<file path="src/rtl/hbe_pkg.sv">
// Shared widths, operation codes and the stage record of the Hermite basis evaluator.
package hbe_pkg;

  localparam int unsigned FRAC_BITS = 16;
  localparam int unsigned POS_W     = 18;
  localparam int unsigned ZW        = FRAC_BITS;      // z in [0, 1)
  localparam int unsigned UW        = FRAC_BITS + 1;  // u in (0, 1]
  localparam int unsigned ACC_W     = FRAC_BITS + 4;  // largest factor is below 10
  localparam int unsigned XW        = ACC_W;
  localparam int unsigned YW        = FRAC_BITS + 2;  // 3z + 1 is below 4
  localparam int unsigned MAG_W     = ACC_W + 5;      // room for the factor 30
  localparam int unsigned NUM_CELLS = 3;

  localparam logic [ACC_W-1:0] ONE_ACC  = ACC_W'(1) << FRAC_BITS;
  localparam logic [POS_W-1:0] ONE_POS  = POS_W'(1) << FRAC_BITS;
  localparam logic [UW-1:0]    ONE_U    = UW'(1) << FRAC_BITS;
  localparam logic [MAG_W-1:0] MAX_MAG  = MAG_W'((1 << (POS_W - 1)) - 1);

  typedef logic [2:0] op_t;
  localparam op_t OP_PASS   = 3'd0;  // hold acc
  localparam op_t OP_ZZ     = 3'd1;  // acc = z * z
  localparam op_t OP_ZW     = 3'd2;  // acc = z * (3z + 1)
  localparam op_t OP_PW_LIN = 3'd3;  // acc = (2z + 1) * pw
  localparam op_t OP_PW_Z   = 3'd4;  // acc = z * pw
  localparam op_t OP_POLY   = 3'd5;  // acc = 6 acc + 3z + 1
  localparam op_t OP_PW_ACC = 3'd6;  // acc = acc * pw

  typedef enum logic [2:0] {
    SC_U,
    SC_1,
    SC_5,
    SC_6,
    SC_30
  } scale_e;

  typedef struct packed {
    logic [ZW-1:0]             z;
    logic [UW-1:0]             u;
    logic [UW-1:0]             pw;
    logic [ACC_W-1:0]          acc;
    op_t [NUM_CELLS-1:0]       prog;
    scale_e                    scale;
    logic                      neg_odd;
    logic                      in_support;
    logic                      bad;
  } hbe_data_t;

  // Round a scaled product to nearest, ties up, and drop the fraction.
  function automatic logic [ACC_W-1:0] fx_round(input logic [XW+YW-1:0] prod);
    logic [XW+YW-1:0] s;
    s = prod + (XW + YW)'(1 << (FRAC_BITS - 1));
    return s[FRAC_BITS +: ACC_W];
  endfunction

endpackage

</file>
<file path="src/rtl/hbe_cell.sv">
// One cell of the evaluator chain: one power step of u and one operation on acc.
module hbe_cell
  import hbe_pkg::*;
(
  input  logic      clk_i,
  input  logic      rst_ni,
  input  logic      in_valid_i,
  output logic      in_ready_o,
  input  hbe_data_t in_data_i,
  output logic      out_valid_o,
  input  logic      out_ready_i,
  output hbe_data_t out_data_o
);

  logic      valid_q, valid_d;
  hbe_data_t data_q, data_d;
  logic [XW-1:0]    x_op;
  logic [YW-1:0]    y_op;
  logic [XW+YW-1:0] prod;
  logic [2*UW-1:0]  pw_prod;
  logic [YW-1:0]    z_y;
  logic [XW-1:0]    z_x;
  op_t              op;

  assign in_ready_o = !valid_q || out_ready_i;
  assign op         = in_data_i.prog[0];

  always_comb begin
    z_y = YW'(in_data_i.z);
    z_x = XW'(in_data_i.z);
    x_op = '0;
    y_op = '0;
    unique case (op)
      OP_ZZ: begin
        x_op = z_x;
        y_op = z_y;
      end
      OP_ZW: begin
        x_op = z_x;
        y_op = (z_y << 1) + z_y + YW'(ONE_ACC);
      end
      OP_PW_LIN: begin
        x_op = (z_x << 1) + XW'(ONE_ACC);
        y_op = YW'(in_data_i.pw);
      end
      OP_PW_Z: begin
        x_op = z_x;
        y_op = YW'(in_data_i.pw);
      end
      OP_PW_ACC: begin
        x_op = XW'(in_data_i.acc);
        y_op = YW'(in_data_i.pw);
      end
      default: begin
        x_op = '0;
        y_op = '0;
      end
    endcase
    prod    = (XW + YW)'(x_op) * (XW + YW)'(y_op);
    pw_prod = in_data_i.pw * in_data_i.u;
  end

  always_comb begin
    data_d    = in_data_i;
    data_d.pw = UW'(fx_round((XW + YW)'(pw_prod)));
    unique case (op)
      OP_PASS: data_d.acc = in_data_i.acc;
      OP_POLY: data_d.acc = (in_data_i.acc << 2) + (in_data_i.acc << 1)
                            + (ACC_W'(in_data_i.z) << 1) + ACC_W'(in_data_i.z) + ONE_ACC;
      OP_ZZ, OP_ZW, OP_PW_LIN, OP_PW_Z, OP_PW_ACC: data_d.acc = fx_round(prod);
      default: data_d.acc = in_data_i.acc;
    endcase
    // advance the program by one slot
    for (int k = 0; k < NUM_CELLS - 1; k++) begin
      data_d.prog[k] = in_data_i.prog[k+1];
    end
    data_d.prog[NUM_CELLS-1] = OP_PASS;
  end

  always_comb begin
    valid_d = valid_q;
    if (in_ready_o) begin
      valid_d = in_valid_i;
    end
  end

  always_ff @(posedge clk_i or negedge rst_ni) begin
    if (!rst_ni) begin
      valid_q <= 1'b0;
    end else begin
      valid_q <= valid_d;
    end
  end

  always_ff @(posedge clk_i) begin
    if (in_ready_o && in_valid_i) begin
      data_q <= data_d;
    end
  end

  assign out_valid_o = valid_q;
  assign out_data_o  = data_q;

  a_hold_when_stalled: assert property (@(posedge clk_i) disable iff (!rst_ni)
    valid_q && !out_ready_i |=> valid_q && $stable(data_q))
    else $error("cell dropped or changed a stalled item");

  a_last_slot_pass: assert property (@(posedge clk_i) disable iff (!rst_ni)
    valid_q |-> data_q.prog[NUM_CELLS-1] == OP_PASS)
    else $error("program slot not refilled with pass");

  a_bad_no_ops: assert property (@(posedge clk_i) disable iff (!rst_ni)
    valid_q && data_q.bad |-> data_q.prog[0] == OP_PASS && data_q.acc == '0)
    else $error("invalid request carries work");

endmodule

</file>
<file path="src/rtl/hbe_finish.sv">
// Output stage: scale, saturate, apply the sign and register the result.
module hbe_finish
  import hbe_pkg::*;
(
  input  logic             clk_i,
  input  logic             rst_ni,
  input  logic             in_valid_i,
  output logic             in_ready_o,
  input  hbe_data_t        in_data_i,
  output logic             out_valid_o,
  input  logic             out_ready_i,
  output logic [POS_W-1:0] value_o,
  output logic             bad_o
);

  logic             valid_q;
  logic [POS_W-1:0] value_q, value_d;
  logic             bad_q;
  logic [MAG_W-1:0] acc_w, mag;
  logic [POS_W-2:0] sat;

  assign in_ready_o = !valid_q || out_ready_i;

  always_comb begin
    acc_w = MAG_W'(in_data_i.acc);
    unique case (in_data_i.scale)
      SC_U:    mag = MAG_W'(in_data_i.u);
      SC_1:    mag = acc_w;
      SC_5:    mag = (acc_w << 2) + acc_w;
      SC_6:    mag = (acc_w << 2) + (acc_w << 1);
      SC_30:   mag = (acc_w << 5) - (acc_w << 1);
      default: mag = acc_w;
    endcase
    sat = (mag > MAX_MAG) ? MAX_MAG[POS_W-2:0] : mag[POS_W-2:0];
    value_d = in_data_i.neg_odd ? (POS_W'(0) - {1'b0, sat}) : {1'b0, sat};
    if (!in_data_i.in_support || in_data_i.bad) begin
      value_d = '0;
    end
  end

  always_ff @(posedge clk_i or negedge rst_ni) begin
    if (!rst_ni) begin
      valid_q <= 1'b0;
    end else if (in_ready_o) begin
      valid_q <= in_valid_i;
    end
  end

  always_ff @(posedge clk_i) begin
    if (in_ready_o && in_valid_i) begin
      value_q <= value_d;
      bad_q   <= in_data_i.bad;
    end
  end

  assign out_valid_o = valid_q;
  assign value_o     = value_q;
  assign bad_o       = bad_q;

  a_bad_gives_zero: assert property (@(posedge clk_i) disable iff (!rst_ni)
    valid_q && bad_q |-> value_q == '0)
    else $error("invalid request with nonzero value");

  a_result_held: assert property (@(posedge clk_i) disable iff (!rst_ni)
    valid_q && !out_ready_i |=> valid_q && $stable(value_q) && $stable(bad_q))
    else $error("stalled result changed");

  a_take_on_empty: assert property (@(posedge clk_i) disable iff (!rst_ni)
    !valid_q |-> in_ready_o)
    else $error("empty output stage refuses a transfer");

endmodule

</file>
<file path="src/rtl/hermite_basis_evaluator.sv">
// Top level of the Hermite basis evaluator: input decode, cell chain and output stage.
// Each input transfer passes through the three registered cells of the chain, each
// with one rounding multiplier and one u power step, then the output register.
// Throughput: one item per cycle while out_ready_i is high; every stage holds one item
// and frees its slot when the next stage takes it; an empty stage accepts in a stall.
// Reset clears the valid bit of every stage; payload registers are not reset.
module hermite_basis_evaluator
  import hbe_pkg::*;
(
  input  logic                    clk_i,
  input  logic                    rst_ni,
  input  logic                    in_valid_i,
  output logic                    in_ready_o,
  input  logic [1:0]              continuity_i,
  input  logic [1:0]              basis_index_i,
  input  logic signed [POS_W-1:0] position_i,
  output logic                    out_valid_o,
  input  logic                    out_ready_i,
  output logic signed [POS_W-1:0] value_o,
  output logic                    bad_request_o
);

  // Decode of the incoming request. Each cell executes the first slot of the
  // program and shifts the rest down; u^(k+1) sits in pw at the entry of cell k.
  logic [POS_W-1:0] pos_raw;
  logic [POS_W-1:0] mag;
  logic             neg;
  logic             invalid;
  hbe_data_t        entry;

  always_comb begin
    pos_raw = position_i;
    neg     = pos_raw[POS_W-1];
    mag     = neg ? (POS_W'(0) - pos_raw) : pos_raw;
    invalid = (continuity_i == 2'd3) || (basis_index_i > continuity_i);

    entry.z          = mag[ZW-1:0];
    entry.u          = ONE_U - UW'(mag[ZW-1:0]);
    entry.pw         = ONE_U - UW'(mag[ZW-1:0]);
    entry.acc        = '0;
    entry.in_support = (mag < ONE_POS);
    entry.bad        = (mag < ONE_POS) && invalid;
    entry.neg_odd    = neg && basis_index_i[0];
    entry.prog       = {OP_PASS, OP_PASS, OP_PASS};
    entry.scale      = SC_1;

    if (!invalid) begin
      unique case ({continuity_i, basis_index_i})
        {2'd0, 2'd0}: begin
          entry.scale = SC_U;
        end
        {2'd1, 2'd0}: begin
          entry.prog = {OP_PASS, OP_PW_LIN, OP_PASS};
        end
        {2'd1, 2'd1}: begin
          entry.prog  = {OP_PASS, OP_PW_Z, OP_PASS};
          entry.scale = SC_6;
        end
        {2'd2, 2'd0}: begin
          entry.prog = {OP_PW_ACC, OP_POLY, OP_ZZ};
        end
        {2'd2, 2'd1}: begin
          entry.prog  = {OP_PW_ACC, OP_PASS, OP_ZW};
          entry.scale = SC_5;
        end
        {2'd2, 2'd2}: begin
          entry.prog  = {OP_PW_ACC, OP_PASS, OP_ZZ};
          entry.scale = SC_30;
        end
        default: begin
          entry.prog  = {OP_PASS, OP_PASS, OP_PASS};
          entry.scale = SC_1;
        end
      endcase
    end
  end

  // Cell chain: stage k feeds stage k+1, ready travels back.
  hbe_data_t stage_data  [NUM_CELLS+1];
  logic      stage_valid [NUM_CELLS+1];
  logic      stage_ready [NUM_CELLS+1];

  assign stage_data[0]  = entry;
  assign stage_valid[0] = in_valid_i;
  assign in_ready_o     = stage_ready[0];

  for (genvar k = 0; k < NUM_CELLS; k++) begin : g_cell
    hbe_cell u_cell (
      .clk_i       (clk_i),
      .rst_ni      (rst_ni),
      .in_valid_i  (stage_valid[k]),
      .in_ready_o  (stage_ready[k]),
      .in_data_i   (stage_data[k]),
      .out_valid_o (stage_valid[k+1]),
      .out_ready_i (stage_ready[k+1]),
      .out_data_o  (stage_data[k+1])
    );
  end

  // Scale, saturate, sign and hold the result until its transfer.
  logic [POS_W-1:0] value_raw;

  hbe_finish u_finish (
    .clk_i       (clk_i),
    .rst_ni      (rst_ni),
    .in_valid_i  (stage_valid[NUM_CELLS]),
    .in_ready_o  (stage_ready[NUM_CELLS]),
    .in_data_i   (stage_data[NUM_CELLS]),
    .out_valid_o (out_valid_o),
    .out_ready_i (out_ready_i),
    .value_o     (value_raw),
    .bad_o       (bad_request_o)
  );

  assign value_o = signed'(value_raw);

endmodule
</file>
<file path="config.mk">
export PLATFORM = sky130hd
export DESIGN_NAME = hermite_basis_evaluator
export DESIGN_NICKNAME = d
export VERILOG_FILES = /design/src/rtl/hbe_pkg.sv /design/src/rtl/hbe_cell.sv /design/src/rtl/hbe_finish.sv /design/src/rtl/hermite_basis_evaluator.sv
export SDC_FILE = /design/constraint.sdc
export NUM_CORES = 2
export LEC_CHECK = 0
export BUFFER_PORTS_ARGS = -buffer_cell sky130_fd_sc_hd__buf_2
export CORE_MARGIN = 2
export CORE_UTILIZATION = 57
export CTS_BUF_LIST = sky130_fd_sc_hd__clkbuf_8
export DETAILED_ROUTE_END_ITERATION = 7
export PLACE_DENSITY = 0.75
export SKIP_LAST_GASP = 1
export SLEW_MARGIN = 5
export SYNTH_ARGS = -nofsm -noshare
export SYNTH_HDL_FRONTEND = slang
export SYNTH_SLANG_ARGS = --single-unit
</file>
<file path="constraint.sdc">
create_clock -name clk_i -period 22 [get_ports clk_i]
set_input_delay 0 -clock clk_i [delete_from_list [all_inputs] [get_ports clk_i]]
set_output_delay 0 -clock clk_i [all_outputs]
set_load 0.05 [all_outputs]
</file>
==> metrics.txt <==
Post-Route Skew=~0.075 ns; Worst Hold Class=in -> reg; root buffer cell=clkbuf_8; outcome=finished clean; Via Count=49662; gr usage total=between 30% and 40%; post-synthesis cell count=7181; post-synthesis net count=9163; critical path data required time=22.38 ns; drt wl/cell=20.2 um; Setup Buffers After CTS=0; Final Hold Vio Count=0; delay-heaviest family, CP=compound AO/OA/AOI/OAI gates; Cells after DPL=~8500; Yosys Warn Count=0; CTS Sinks=roughly 210; drt drc=0; minimum clock period=roughly 12 ns; DRT Pass-1 Iters=7; PortBufs=46; post-synthesis register bit count=a little over 200; Layout Cells excl Fill=between 8000 and 9000; Post-Syn Area=about 0.064 sq mm; Max Freq=~0.086 GHz; Die Area=approximately 0.12 sq mm; most numerous cell on the critical path=fa_1; largest fanout on the critical path=19; # nets final=9063; largest net degree at the start of global routing=approximately 110; critical path arrival=about 12 ns; max incr delay on CP=~0.7 ns; Final ANT Viol Nets=0; Rel. slew slack=6.08%; DIE HEIGHT=approximately 340 um; RSZ-0062 raised after global routing=no; Distinct cells, synth=89; H-tree Lvls=2; commonest non-fill, non-tap cells in the layout=inv_1, fa_1, nand2_1, ha_1, nor2_1; Clock Tree Buf Depth=3; global route overflow=0; CP Launch Type=input pin; I/O pin count=47; detailed-placement wirelength estimate=between 100000 and 150000 um; final setup vio count=0; Syn-to-layout area delta=4.32%; Crit Path Category=in -> reg; die width=about 340 um; Worst-path clk slew=approximately 0.060 ns; crit end category=register; routed vias/inst=~5.8; FP Rows=about 120; final max-slew violation count=0; Core Footprint=0.112 sq mm; Worst path slowest cell=xnor2_1; number of synthesized flops with an enable pin=roughly 200; Fin Setup TNS=0 ns; first-pass GRT wire length=~280000 um; Worst Tran Pin Value=roughly 1.4 ns; CTS tree=yes; Synth area leader=fa_1; Async SR Flop Fraction=between 1.5 and 2%; Final Wtd Congestion=0.982; CTS Buf Count=40; initial antenna violation count=6; top post-synthesis cells by area=fa_1, ha_1, edfxtp_1; Seq/Total Area, Yosys=about a tenth; final period utilization=between 50% and 60%; layout cell share with drive strength beyond 1=4.27%; most used flip-flop cell after synthesis=edfxtp_1; Post-Route WL=between 150000 and 200000 um; hold buffer count at CTS=22; vias in the first global route=around 52000; Critical path buffers and inverters=7; Max Cap Viol=0; cells resized by post-CTS repair=0; mean post-synth cell area=8.96 sq um; commonest non-fill, non-tap cell in the layout=inv_1; starting density of the core=57.4%; latest clock arrival within the worst-skew pair=approximately 0.70 ns; Yosys top cell area share=between 30% and 40%; drt initial violations=approximately 4000
state kept, by name, indices dropped and copies added (netlist names):
signal,count
u_finish.value_o,18
g_cell.u_cell.out_valid_o,3
u_finish.bad_o,1
g_cell.u_cell.out_data_o,183
u_finish.out_valid_o,1
stage by stage:
| stage | util, % | setup slack, ns | instance area, sq um | hold slack [ns] |
|---|---|---|---|---|
| finish | 59.9 | 10.33 | 67100 | 0.0370 |
| global route | 59.8 | 9.66 | 67100 | 0.0573 |
| CTS | 59.8 | 10.49 | 67100 | 0.00614 |
| detailed placement | 58.9 | 10.38 | 66100 | -0.190 |
| global placement | 58.9 | 10.65 | 66100 | -0.192 |
| floorplan | - | 12.33 | 64400 | -0.296 |
worst register-to-register path, delay by kind of cell, from the launching register on:
kind,cells,cell delay [ns]
adders and majority gates,8,3.74
DFF,1,0.75
buffers and inverters,3,0.15
and+or+nand+nor,6,1.06
AOI/OAI and AO/OA,15,4.21
kinds of logic after synthesis:
kind of cell	after synthesis	share of synthesized area [%]
DFF	206	9.58
AOI/OAI and AO/OA	797	8.17
other	2	0.0117
and+or+nand+nor	2097	15.1
adders and majority gates	1956	52.7
muxes	40	0.671
buffers and inverters	1893	11.0
xor gates and xnor gates	190	2.66
final timing paths:
path	end	slack [ns]	from	depth (start not counted)
setup / recovery	g_cell[0].u_cell.out_data_o[33]$_SDFFCE_PN0P_	10.33	position_i[0]	39
hold / removal	g_cell[0].u_cell.out_data_o[76]$_DFFE_PP_	0.04	position_i[7]	3
setup reg to reg	g_cell[1].u_cell.out_data_o[28]$_DFFE_PP_	11.84	g_cell[0].u_cell.out_data_o[71]$_DFFE_PP_	32
hold reg to reg	g_cell[2].u_cell.out_data_o[4]$_DFFE_PP_	0.41	g_cell[1].u_cell.out_data_o[4]$_DFFE_PP_	0
max in group asynchronous	g_cell[0].u_cell.out_valid_o$_DFFE_PN0N_	21.55	rst_ni	3
min in group asynchronous	u_finish.out_valid_o$_DFFE_PN0P_	0.28	rst_ni	3
cells in the mapped netlist (all sizes together) (7+ instances only):
cell,count
or2,13
xor2,63
and4,7
nor4,13
o21ai,169
nor2,286
o21a,28
nand3,71
nand2,1023
fa,1262
o31ai,25
edfxtp,202
o22ai,17
a21boi,8
nand3b,11
or3,20
a21oi,204
a311o,8
a211oi,39
o32ai,7
o21bai,13
a22oi,39
nor3,80
inv,1568
mux2i,15
nand4,26
clkbuf,302
and2,276
nor2b,55
and3,169
a31oi,18
ha,694
buf,17
a211o,19
o2111ai,7
a31o,14
xnor2,127
a21o,65
a311oi,15
o211ai,35
nand2b,31
mux2,25
final cells by class:
class / count / area, sq um
multi-input combinational: 5082 / 51100
fill: 9575 / 45000
sequential: 206 / 6170
inverter: 1574 / 5910
tap: 1500 / 1880
timing repair buffer: 177 / 1270
clock buffer: 42 / 578
clock inverter: 32 / 219
antenna: 3 / 7.51
per-layer routing:
metal,share of wire [%],track usage (%),wire [um]
met1,39,40.5,68400
met2,47,51.1,82200
met3,9.1,5.30,15800
met4,4.4,11.8,7650
met5,0.026,0,46
Power is not shown: default switching activity piles up to over one toggle a cycle in this logic, so the estimate is an artifact.
